### config.mk
export PLATFORM = sky130hd
export DESIGN_NAME = box_collision_resolver_top
export DESIGN_NICKNAME = d
export VERILOG_FILES = /design/src/sv/bcr_pkg.sv /design/src/sv/bcr_front.sv /design/src/sv/bcr_core.sv /design/src/sv/bcr_back.sv /design/src/sv/box_collision_resolver_top.sv
export SDC_FILE = /design/constraint.sdc
export NUM_CORES = 2
export LEC_CHECK = 0
export BUFFER_PORTS_ARGS = -buffer_cell sky130_fd_sc_hd__buf_2
export CORE_MARGIN = 1
export CORE_UTILIZATION = 30
export CTS_BUF_LIST = sky130_fd_sc_hd__clkbuf_4 sky130_fd_sc_hd__clkbuf_8 sky130_fd_sc_hd__clkbuf_16
export DETAILED_ROUTE_END_ITERATION = 7
export GPL_TIMING_DRIVEN = 0
export MAX_ROUTING_LAYER = met4
export PLACE_DENSITY = 0.51
export SLEW_MARGIN = 10
export SYNTH_ARGS = -nofsm -noshare
export SYNTH_HDL_FRONTEND = slang
export SYNTH_SLANG_ARGS = --single-unit
export TNS_END_PERCENT = 20
### constraint.sdc
create_clock -name i_clk -period 32.2 [get_ports i_clk]
set_input_delay 1.61 -clock i_clk [delete_from_list [all_inputs] [get_ports i_clk]]
set_output_delay 1.61 -clock i_clk [all_outputs]
set_load 0.01 [all_outputs]
### src/sv/bcr_pkg.sv
// shared types and constants for the box collision resolver
// no dependencies; the other files that use it refer to it by scoped names
`timescale 1ns / 1ps

package bcr_pkg;

    // default internal coordinate width (signed, q16.16 at 32 bits)
    localparam int COORD_WIDTH_DEF = 32;

    // width of the coordinate fields at the ports
    localparam int PORT_WIDTH = 32;

    typedef enum logic [1:0] {
        ACT_LOAD     = 2'd0,
        ACT_RESOLVE  = 2'd1,
        ACT_CLASSIFY = 2'd2
    } t_action;

    // edge slots in the obstacle store and the edge arrays
    localparam logic [1:0] E_LEFT   = 2'd0;
    localparam logic [1:0] E_RIGHT  = 2'd1;
    localparam logic [1:0] E_TOP    = 2'd2;
    localparam logic [1:0] E_BOTTOM = 2'd3;

    // solid-side flag bits
    localparam logic [1:0] SOLID_SIDES  = 2'd0;
    localparam logic [1:0] SOLID_TOP    = 2'd1;
    localparam logic [1:0] SOLID_BOTTOM = 2'd2;

    // contact mask bits
    localparam logic [1:0] CT_LEFT   = 2'd0;
    localparam logic [1:0] CT_RIGHT  = 2'd1;
    localparam logic [1:0] CT_TOP    = 2'd2;
    localparam logic [1:0] CT_BOTTOM = 2'd3;

    typedef struct packed {
        logic [3:0] mask;
        logic       zero_x;
        logic       zero_y;
    } t_contact;

endpackage

### src/sv/bcr_front.sv
// input register: captures one transaction and clamps coordinates to the internal range
// depends on bcr_pkg
`timescale 1ns / 1ps

module bcr_front #(
    parameter int W = bcr_pkg::COORD_WIDTH_DEF
) (
    input  logic                   i_clk,
    input  logic                   i_rst_n,
    input  logic                   i_accept,
    input  logic                   i_drain,
    input  logic [1:0]             i_action,
    input  logic signed [31:0]     i_cur [4],
    input  logic signed [31:0]     i_prev [4],
    input  logic [2:0]             i_solid,
    output logic                   o_valid,
    output bcr_pkg::t_action       o_action,
    output logic signed [W-1:0]    o_cur [4],
    output logic signed [W-1:0]    o_prev [4],
    output logic [2:0]             o_solid
);

    localparam int XW = (W > bcr_pkg::PORT_WIDTH) ? W : bcr_pkg::PORT_WIDTH;
    localparam logic signed [XW-1:0] SAT_HI = {{(XW-W+1){1'b0}}, {(W-1){1'b1}}};
    localparam logic signed [XW-1:0] SAT_LO = {{(XW-W+1){1'b1}}, {(W-1){1'b0}}};

    logic                r_valid;
    bcr_pkg::t_action    r_action;
    logic signed [W-1:0] r_cur [4];
    logic signed [W-1:0] r_prev [4];
    logic [2:0]          r_solid;
    logic                n_valid;
    logic                act_known;

    function automatic logic signed [W-1:0] take(input logic signed [31:0] raw);
        logic signed [XW-1:0] ext;
        ext = XW'(raw);
        if (ext > SAT_HI) begin
            take = SAT_HI[W-1:0];
        end else if (ext < SAT_LO) begin
            take = SAT_LO[W-1:0];
        end else begin
            take = ext[W-1:0];
        end
    endfunction

    // the undefined action code is dropped here and never enters the pipe
    always_comb begin
        case (i_action) inside
            bcr_pkg::ACT_LOAD, bcr_pkg::ACT_RESOLVE, bcr_pkg::ACT_CLASSIFY: act_known = 1'b1;
            default: act_known = 1'b0;
        endcase
    end

    always_comb begin
        n_valid = r_valid;
        if (i_accept) begin
            n_valid = act_known;
        end else if (i_drain) begin
            n_valid = 1'b0;
        end
    end

    always_ff @(posedge i_clk) begin
        if (!i_rst_n) begin
            r_valid <= 1'b0;
        end else begin
            r_valid <= n_valid;
        end
    end

    always_ff @(posedge i_clk) begin
        if (i_accept) begin
            r_action <= bcr_pkg::t_action'(i_action);
            r_solid  <= i_solid;
            for (int k = 0; k < 4; k++) begin
                r_cur[k]  <= take(i_cur[k]);
                r_prev[k] <= take(i_prev[k]);
            end
        end
    end

    assign o_valid  = r_valid;
    assign o_action = r_action;
    assign o_cur    = r_cur;
    assign o_prev   = r_prev;
    assign o_solid  = r_solid;

endmodule

### src/sv/bcr_core.sv
// obstacle store and the single-pass classify / push-out logic
// depends on bcr_pkg
`timescale 1ns / 1ps

module bcr_core #(
    parameter int W = bcr_pkg::COORD_WIDTH_DEF
) (
    input  logic                   i_clk,
    input  logic                   i_rst_n,
    input  logic                   i_valid,
    input  bcr_pkg::t_action       i_action,
    input  logic signed [W-1:0]    i_cur [4],
    input  logic signed [W-1:0]    i_prev [4],
    input  logic [2:0]             i_solid,
    output logic                   o_has_result,
    output logic signed [W-1:0]    o_edge [4],
    output bcr_pkg::t_contact      o_contact
);

    localparam int DW = W + 2;
    localparam logic signed [DW-1:0] SAT_HI = {3'b000, {(W-1){1'b1}}};
    localparam logic signed [DW-1:0] SAT_LO = {3'b111, {(W-1){1'b0}}};

    logic signed [W-1:0] r_obs [4];
    logic [2:0]          r_obs_solid;

    logic signed [W-1:0] cl, cr, ct, cb, pl, pr, pt, pb, fl, fr, ft, fb;
    logic signed [DW-1:0] d_l, d_r, d_t, d_b;
    logic signed [W-1:0] l1, r1, l2, r2, t1, b1, t2, b2;
    logic up_col, bot_col, vin, vout, l_col, r_col, hin, hout;
    logic x_top, x_bot, x_left, x_right, vert, horz;
    logic push_l, push_r, push_t, push_b;
    logic cu_col, cb_col, cl_col, cr_col, c_vert, c_horz;

    function automatic logic signed [W-1:0] sat(input logic signed [DW-1:0] v);
        if (v > SAT_HI) begin
            sat = SAT_HI[W-1:0];
        end else if (v < SAT_LO) begin
            sat = SAT_LO[W-1:0];
        end else begin
            sat = v[W-1:0];
        end
    endfunction

    always_ff @(posedge i_clk) begin
        if (!i_rst_n) begin
            for (int k = 0; k < 4; k++) begin
                r_obs[k] <= '0;
            end
            r_obs_solid <= '0;
        end else if (i_valid && i_action == bcr_pkg::ACT_LOAD) begin
            r_obs       <= i_cur;
            r_obs_solid <= i_solid;
        end
    end

    assign cl = i_cur[bcr_pkg::E_LEFT];
    assign cr = i_cur[bcr_pkg::E_RIGHT];
    assign ct = i_cur[bcr_pkg::E_TOP];
    assign cb = i_cur[bcr_pkg::E_BOTTOM];
    assign pl = i_prev[bcr_pkg::E_LEFT];
    assign pr = i_prev[bcr_pkg::E_RIGHT];
    assign pt = i_prev[bcr_pkg::E_TOP];
    assign pb = i_prev[bcr_pkg::E_BOTTOM];
    assign fl = r_obs[bcr_pkg::E_LEFT];
    assign fr = r_obs[bcr_pkg::E_RIGHT];
    assign ft = r_obs[bcr_pkg::E_TOP];
    assign fb = r_obs[bcr_pkg::E_BOTTOM];

    // resolve overlap classes (edge contact counts)
    assign up_col  = (ct > ft) && (cb <= ft);
    assign bot_col = (cb < fb) && (ct >= fb);
    assign vin     = (ct <= ft) && (cb >= fb);
    assign vout    = (ct >= ft) && (cb <= fb);
    assign l_col   = (cl < fl) && (cr >= fl);
    assign r_col   = (cr > fr) && (cl <= fr);
    assign hin     = (cl >= fl) && (cr <= fr);
    assign hout    = (cl <= fl) && (cr >= fr);
    assign vert    = up_col || bot_col || vin || vout;
    assign horz    = l_col || r_col || hin || hout;

    // crossings against the box before the move
    assign x_top   = (pb >= ft) && (cb < ft);
    assign x_bot   = (pt <= fb) && (ct > fb);
    assign x_left  = (pr <= fl) && (cr > fl);
    assign x_right = (pl >= fr) && (cl < fr);

    assign push_l = r_obs_solid[bcr_pkg::SOLID_SIDES] && vert && x_left;
    assign push_r = r_obs_solid[bcr_pkg::SOLID_SIDES] && vert && x_right;
    assign push_t = r_obs_solid[bcr_pkg::SOLID_TOP] && horz && x_top;
    assign push_b = r_obs_solid[bcr_pkg::SOLID_BOTTOM] && horz && x_bot;

    // each push starts from the edges the previous one left
    always_comb begin
        d_l = DW'(cr) - DW'(fl);
        l1  = push_l ? sat(DW'(cl) - d_l) : cl;
        r1  = push_l ? sat(DW'(cr) - d_l) : cr;
        d_r = DW'(fr) - DW'(l1);
        l2  = push_r ? sat(DW'(l1) + d_r) : l1;
        r2  = push_r ? sat(DW'(r1) + d_r) : r1;
        d_t = DW'(ft) - DW'(cb);
        t1  = push_t ? sat(DW'(ct) + d_t) : ct;
        b1  = push_t ? sat(DW'(cb) + d_t) : cb;
        d_b = DW'(t1) - DW'(fb);
        t2  = push_b ? sat(DW'(t1) - d_b) : t1;
        b2  = push_b ? sat(DW'(b1) - d_b) : b1;
    end

    // classify uses strict overlap on the edge tests
    assign cu_col = (ct > ft) && (cb < ft);
    assign cb_col = (cb < fb) && (ct > fb);
    assign cl_col = (cl < fl) && (cr > fl);
    assign cr_col = (cr > fr) && (cl < fr);
    assign c_vert = cu_col || cb_col || vin || vout;
    assign c_horz = cl_col || cr_col || hin || hout;

    always_comb begin
        o_has_result = 1'b0;
        o_edge       = i_cur;
        o_contact    = '0;
        unique case (i_action)
            bcr_pkg::ACT_RESOLVE: begin
                o_has_result                        = 1'b1;
                o_edge[bcr_pkg::E_LEFT]             = l2;
                o_edge[bcr_pkg::E_RIGHT]            = r2;
                o_edge[bcr_pkg::E_TOP]              = t2;
                o_edge[bcr_pkg::E_BOTTOM]           = b2;
                o_contact.mask[bcr_pkg::CT_LEFT]    = push_l;
                o_contact.mask[bcr_pkg::CT_RIGHT]   = push_r;
                o_contact.mask[bcr_pkg::CT_TOP]     = push_t;
                o_contact.mask[bcr_pkg::CT_BOTTOM]  = push_b;
                o_contact.zero_x                    = push_l || push_r;
                o_contact.zero_y                    = push_t || push_b;
            end
            bcr_pkg::ACT_CLASSIFY: begin
                o_has_result                        = 1'b1;
                o_contact.mask[bcr_pkg::CT_LEFT]    = c_vert && cl_col;
                o_contact.mask[bcr_pkg::CT_RIGHT]   = c_vert && cr_col;
                o_contact.mask[bcr_pkg::CT_TOP]     = c_horz && cu_col;
                o_contact.mask[bcr_pkg::CT_BOTTOM]  = c_horz && cb_col;
            end
            default: begin
                o_has_result = 1'b0;
            end
        endcase
    end

endmodule

### src/sv/bcr_back.sv
// result register: holds one result transaction until the receiver takes it
// depends on bcr_pkg
`timescale 1ns / 1ps

module bcr_back #(
    parameter int W = bcr_pkg::COORD_WIDTH_DEF
) (
    input  logic                   i_clk,
    input  logic                   i_rst_n,
    input  logic                   i_load,
    input  logic                   i_take,
    input  logic signed [W-1:0]    i_edge [4],
    input  bcr_pkg::t_contact      i_contact,
    output logic                   o_valid,
    output logic signed [31:0]     o_edge [4],
    output bcr_pkg::t_contact      o_contact
);

    localparam int XW = (W > bcr_pkg::PORT_WIDTH) ? W : bcr_pkg::PORT_WIDTH;

    logic                 r_valid;
    logic                 n_valid;
    logic signed [31:0]   r_edge [4];
    bcr_pkg::t_contact    r_contact;
    logic signed [XW-1:0] wide [4];

    // ports carry the low 32 bits, sign-extended first when narrower
    always_comb begin
        for (int k = 0; k < 4; k++) begin
            wide[k] = XW'(i_edge[k]);
        end
    end

    always_comb begin
        n_valid = r_valid;
        if (i_load) begin
            n_valid = 1'b1;
        end else if (i_take) begin
            n_valid = 1'b0;
        end
    end

    always_ff @(posedge i_clk) begin
        if (!i_rst_n) begin
            r_valid <= 1'b0;
        end else begin
            r_valid <= n_valid;
        end
    end

    always_ff @(posedge i_clk) begin
        if (i_load) begin
            r_contact <= i_contact;
            for (int k = 0; k < 4; k++) begin
                r_edge[k] <= wide[k][31:0];
            end
        end
    end

    assign o_valid   = r_valid;
    assign o_edge    = r_edge;
    assign o_contact = r_contact;

endmodule

### src/sv/box_collision_resolver_top.sv
// box collision resolver: one moving box against one stored obstacle box
// channels: input transaction (i_in_valid / o_in_stall) carries action, current and
// previous edges and solid flags; output transaction (o_out_valid / i_out_stall)
// carries pushed edges, contact mask and velocity-clear flags
// a load stores the obstacle and gives no output; resolve and classify each give one
// the input register loads at the accepting edge; the result register takes each
// result after one pass of compare / push logic, once it is free or being emptied
// throughput: one transaction per cycle unless the receiver stalls, set by the
// single pass between the two registers; a load followed by a resolve in the next
// cycle sees the new obstacle
// when the receiver stalls the result stays in the result register, one more
// transaction is held in the input register, and only then does o_in_stall rise
// reset (synchronous, active low) empties both registers and clears the obstacle
// to all-zero edges with no solid sides
// depends on bcr_pkg, bcr_front, bcr_core, bcr_back
`timescale 1ns / 1ps

module box_collision_resolver_top #(
    parameter int COORD_WIDTH = bcr_pkg::COORD_WIDTH_DEF
) (
    input  logic               i_clk,
    input  logic               i_rst_n,
    input  logic               i_in_valid,
    output logic               o_in_stall,
    input  logic [1:0]         i_action,
    input  logic signed [31:0] i_cur_left,
    input  logic signed [31:0] i_cur_right,
    input  logic signed [31:0] i_cur_top,
    input  logic signed [31:0] i_cur_bottom,
    input  logic signed [31:0] i_prev_left,
    input  logic signed [31:0] i_prev_right,
    input  logic signed [31:0] i_prev_top,
    input  logic signed [31:0] i_prev_bottom,
    input  logic [2:0]         i_solid_sides,
    output logic               o_out_valid,
    input  logic               i_out_stall,
    output logic signed [31:0] o_new_left,
    output logic signed [31:0] o_new_right,
    output logic signed [31:0] o_new_top,
    output logic signed [31:0] o_new_bottom,
    output logic [3:0]         o_contact_mask,
    output logic               o_zero_vel_x,
    output logic               o_zero_vel_y
);

    logic signed [31:0]            cur_raw [4];
    logic signed [31:0]            prev_raw [4];
    logic                          in_accept;
    logic                          s1_valid;
    logic                          s1_move;
    logic                          out_ready;
    bcr_pkg::t_action              s1_action;
    logic signed [COORD_WIDTH-1:0] s1_cur [4];
    logic signed [COORD_WIDTH-1:0] s1_prev [4];
    logic [2:0]                    s1_solid;
    logic                          has_result;
    logic signed [COORD_WIDTH-1:0] res_edge [4];
    bcr_pkg::t_contact             res_contact;
    logic signed [31:0]            out_edge [4];
    bcr_pkg::t_contact             out_contact;

    assign cur_raw[bcr_pkg::E_LEFT]    = i_cur_left;
    assign cur_raw[bcr_pkg::E_RIGHT]   = i_cur_right;
    assign cur_raw[bcr_pkg::E_TOP]     = i_cur_top;
    assign cur_raw[bcr_pkg::E_BOTTOM]  = i_cur_bottom;
    assign prev_raw[bcr_pkg::E_LEFT]   = i_prev_left;
    assign prev_raw[bcr_pkg::E_RIGHT]  = i_prev_right;
    assign prev_raw[bcr_pkg::E_TOP]    = i_prev_top;
    assign prev_raw[bcr_pkg::E_BOTTOM] = i_prev_bottom;

    // loads leave the input register without needing the result register
    assign out_ready  = !o_out_valid || !i_out_stall;
    assign s1_move    = s1_valid && (!has_result || out_ready);
    assign o_in_stall = s1_valid && !s1_move;
    assign in_accept  = i_in_valid && !o_in_stall;

    bcr_front #(
        .W (COORD_WIDTH)
    ) u_front (
        .i_clk    (i_clk),
        .i_rst_n  (i_rst_n),
        .i_accept (in_accept),
        .i_drain  (s1_move),
        .i_action (i_action),
        .i_cur    (cur_raw),
        .i_prev   (prev_raw),
        .i_solid  (i_solid_sides),
        .o_valid  (s1_valid),
        .o_action (s1_action),
        .o_cur    (s1_cur),
        .o_prev   (s1_prev),
        .o_solid  (s1_solid)
    );

    bcr_core #(
        .W (COORD_WIDTH)
    ) u_core (
        .i_clk        (i_clk),
        .i_rst_n      (i_rst_n),
        .i_valid      (s1_valid),
        .i_action     (s1_action),
        .i_cur        (s1_cur),
        .i_prev       (s1_prev),
        .i_solid      (s1_solid),
        .o_has_result (has_result),
        .o_edge       (res_edge),
        .o_contact    (res_contact)
    );

    bcr_back #(
        .W (COORD_WIDTH)
    ) u_back (
        .i_clk     (i_clk),
        .i_rst_n   (i_rst_n),
        .i_load    (s1_valid && has_result && out_ready),
        .i_take    (!i_out_stall),
        .i_edge    (res_edge),
        .i_contact (res_contact),
        .o_valid   (o_out_valid),
        .o_edge    (out_edge),
        .o_contact (out_contact)
    );

    assign o_new_left     = out_edge[bcr_pkg::E_LEFT];
    assign o_new_right    = out_edge[bcr_pkg::E_RIGHT];
    assign o_new_top      = out_edge[bcr_pkg::E_TOP];
    assign o_new_bottom   = out_edge[bcr_pkg::E_BOTTOM];
    assign o_contact_mask = out_contact.mask;
    assign o_zero_vel_x   = out_contact.zero_x;
    assign o_zero_vel_y   = out_contact.zero_y;

endmodule

==> summary.txt <==
Floorplan
  – Initial core utilization: 30.3%
  – DIE AREA: 166,000 um^2
  – Die Wd: approximately 410 um
  – Cell Rows: between 100 and 150
  – Num ports: 401
  – Die height: 408 um
  – Core area: 163,000 um^2

Clock tree
  – Root Driver: clkbuf_16
  – Clk Latency, worst-skew pair: 0.74 ns
  – CTS tree: built
  – Bufs on Longest Clock Path: 3
  – Post-CTS Setup Inserts: 0
  – CTS sink count: about 530
  – Htree depth: 3
  – CTS resizes: 0
  – Num CTS Buffers: ~70
  – Cts hold-fix bufs: 0
  – Worst-path clk slew: 0.05 ns

Yosys
  – Synth warn: 0
  – Number of synthesized flops with an enable pin: 395
  – Most common library cells after synthesis: 698 x ha_1, 577 x nand2_1, 497 x a21oi_1
  – Syn Inst Count: 5,806
  – Syn Nets: 6,781
  – Unique cell type count in the Yosys netlist: 99
  – Mapped Avg Cell Area: between 8 and 9 um^2
  – Synth Cell Area: between 40,000 and 50,000 um^2
  – Leading area contributor after synthesis: edfxtp_1
  – Synth async-reset ratio: 0%
  – Yosys top cell area share: about a quarter
  – Synth area leaders: edfxtp_1 24%, ha_1 18%, dfxtp_1 5.4%
  – Seq/Total Area, Yosys: about 29%
  – #FFs+latches synth: roughly 530
  – Count leader, synth: ha_1
  – Post-synth top flop: edfxtp_1

Power
  – Peak VDD IR: just over 40 uV
  – Leakage: 22.0 nW
  – PD cells: 46.1 nW/um^2

STA
  – Finish-stage setup viols: 0
  – Max Clk Rate: 54.8 MHz
  – Final period utilization: 56.7%
  – Worst slew pin tran: ~1.3 ns
  – RSZ-0062 raised after global routing: false
  – Setup Skew: 0.0561 ns
  – Slew Limit Fails: 0
  – Relative slew slack: 11.4%
  – Final Hold Fails: 0
  – Setup TNS: 0 ns
  – Fin crit period: 18.25 ns

Placed design
  – Gpl congestion: roughly 1
  – Post-Place Cell Area: 53,300 um^2
  – Port Buf Inserts: 143
  – DP HPWL: 180 mm

Setup path
  – Slowest CP cell: o21ai_1
  – Arrival time worst endpoint: 18.66 ns
  – CP required: 32.61 ns
  – Critical Path Most Common Cell: o21ai_0
  – Cells on worst reg2reg path: 59
  – WP buf/inv: 4
  – CP delay by family, top: compound AO/OA/AOI/OAI gates
  – Max incr delay on CP: 1.03 ns
  – CP startpoint: u_front.o_cur[64]
  – Capturing element type of the critical path: flop
  – Setup CP Type: reg2reg
  – Crit-path max FO: 11
  – R2R Path Start: u_front.o_cur[64]
  – CP startpoint kind: flop
  – WP depth: 59

Global route
  – First-pass GRT wire length: 307 mm
  – Total Routing Usage GR: 26.2%
  – Pin count of the biggest net entering global routing: 34
  – Vias in the first global route: 44,108
  – Initial antenna violation count: 11
  – Congestion Overflow GR: 0

Layout
  – Layout cells sized above 1: about 6.4%
  – Synth-to-Final Area Change: 12.7%
  – Final instance area: roughly 56,000 um^2
  – Nets: 7,018

Worst hold path
  – Hold depth: 2
  – Hold Path Class: reg2reg
  – Hold Startpoint: u_core.fl[17]

Routing
  – DR DRC count: 0
  – DR iter-0 viols: 4,002
  – Via density: 5.50
  – WL per Instance: 26.4 um
  – DR pass1 iterations: 6
  – Post-route ant nets: 0
  – Final wirelength: 219 mm
  – Vias post-DR: 45,522

Status
  – Outcome: completed

Job
  – Max-Cap Viols: 0
worst register-to-register path, delay by kind of cell, from the launching register on:
family | cells | cell delay [ns]
AND/OR/NAND/NOR | 11 | 1.80
buffers and inverters | 4 | 1.96
XOR/XNOR | 2 | 0.67
adder cells (fa/ha/maj) | 5 | 1.71
flip-flops | 1 | 0.57
AO/OA/AOI/OAI | 37 | 11.26
state kept, by name, summed over array words and instances, names as in the netlist:
name,flops
u_front.o_solid,3
u_front.o_cur,128
u_back.o_contact,6
u_core.ft,32
u_back.o_edge,128
u_core.fb,32
u_back.o_valid,1
u_front.o_prev,128
u_core.fl,32
u_front.o_valid,1
u_core.r_obs_solid,3
u_front.o_action,2
u_core.fr,32
power by group:
part           switching, mW  internal [mW]  total [mW]
clock network          0.341          0.469       0.809
logic                  0.602          0.348       0.949
registers             0.0424          0.765       0.808
through the flow:
| step | power, mW | hold WS (ns) | utilization [%] | cells | setup slack [ns] |
|---|---|---|---|---|---|
| 3_3_place_gp | 1.75 | 0.449 | 32.4 | 8124 | 11.11 |
| 5_1_grt | 2.69 | 0.481 | 34.1 | 8273 | 13.23 |
| 3_5_place_dp | 1.75 | 0.457 | 32.7 | 8148 | 14.72 |
| 6_report | 2.57 | 0.460 | 34.1 | 8279 | 13.95 |
| 4_1_cts | 2.58 | 0.465 | 34.1 | 8272 | 14.48 |
| 2_1_floorplan | 1.46 | 0.439 | - | 5806 | 18.02 |
metal layers:
metal	wire length (um)	GRT usage, %
met1	92200	32.3
met2	98600	41.4
met4	12500	13.1
met5	0	-
met3	15200	4.26
cell families (layout without fill, tap and decap cells):
family	after synthesis	in the layout	synth area share, %
compound gates	1870	1870	25.0
xor+xnor	312	312	5.54
fa+ha+maj	722	722	18.4
buf+inv	785	1076	6.08
flops	528	528	29.4
mux	19	19	0.434
other cells	0	7	0
simple gates	1570	1570	15.1
cells in the final DEF (no fill, tap or decap), types with 162 or more instances in the layout:
cell / n
a21o_1: 194
ha_1: 698
a21boi_0: 162
edfxtp_1: 395
clkbuf_1: 393
nand2_1: 577
a21oi_1: 496
o21ai_0: 331
nor2_1: 334
inv_1: 358
xnor2_1: 202
layout make-up:
| class | instances | area (um^2) |
|---|---|---|
| fillers | 17067 | 107000 |
| multi-input cells | 4493 | 31900 |
| flip-flops and latches | 528 | 14500 |
| well taps | 2175 | 2720 |
| clock buffers | 83 | 1840 |
| plain buffers | 422 | 1640 |
| inverters | 363 | 1360 |
| repair buffers | 167 | 1160 |
| clock inverters | 41 | 467 |
| diodes | 7 | 17.5 |
path summary, 6_finish.rpt:
path	to	slack, ns
worst max register to register	u_back.o_edge[90]	13.95
worst max-delay path	u_back.o_edge[90]	13.95
worst min-delay path	u_core.fl[17]	0.46
worst min register to register	u_core.fl[17]	0.46
Note: power is estimated with default switching activity, not from simulation.
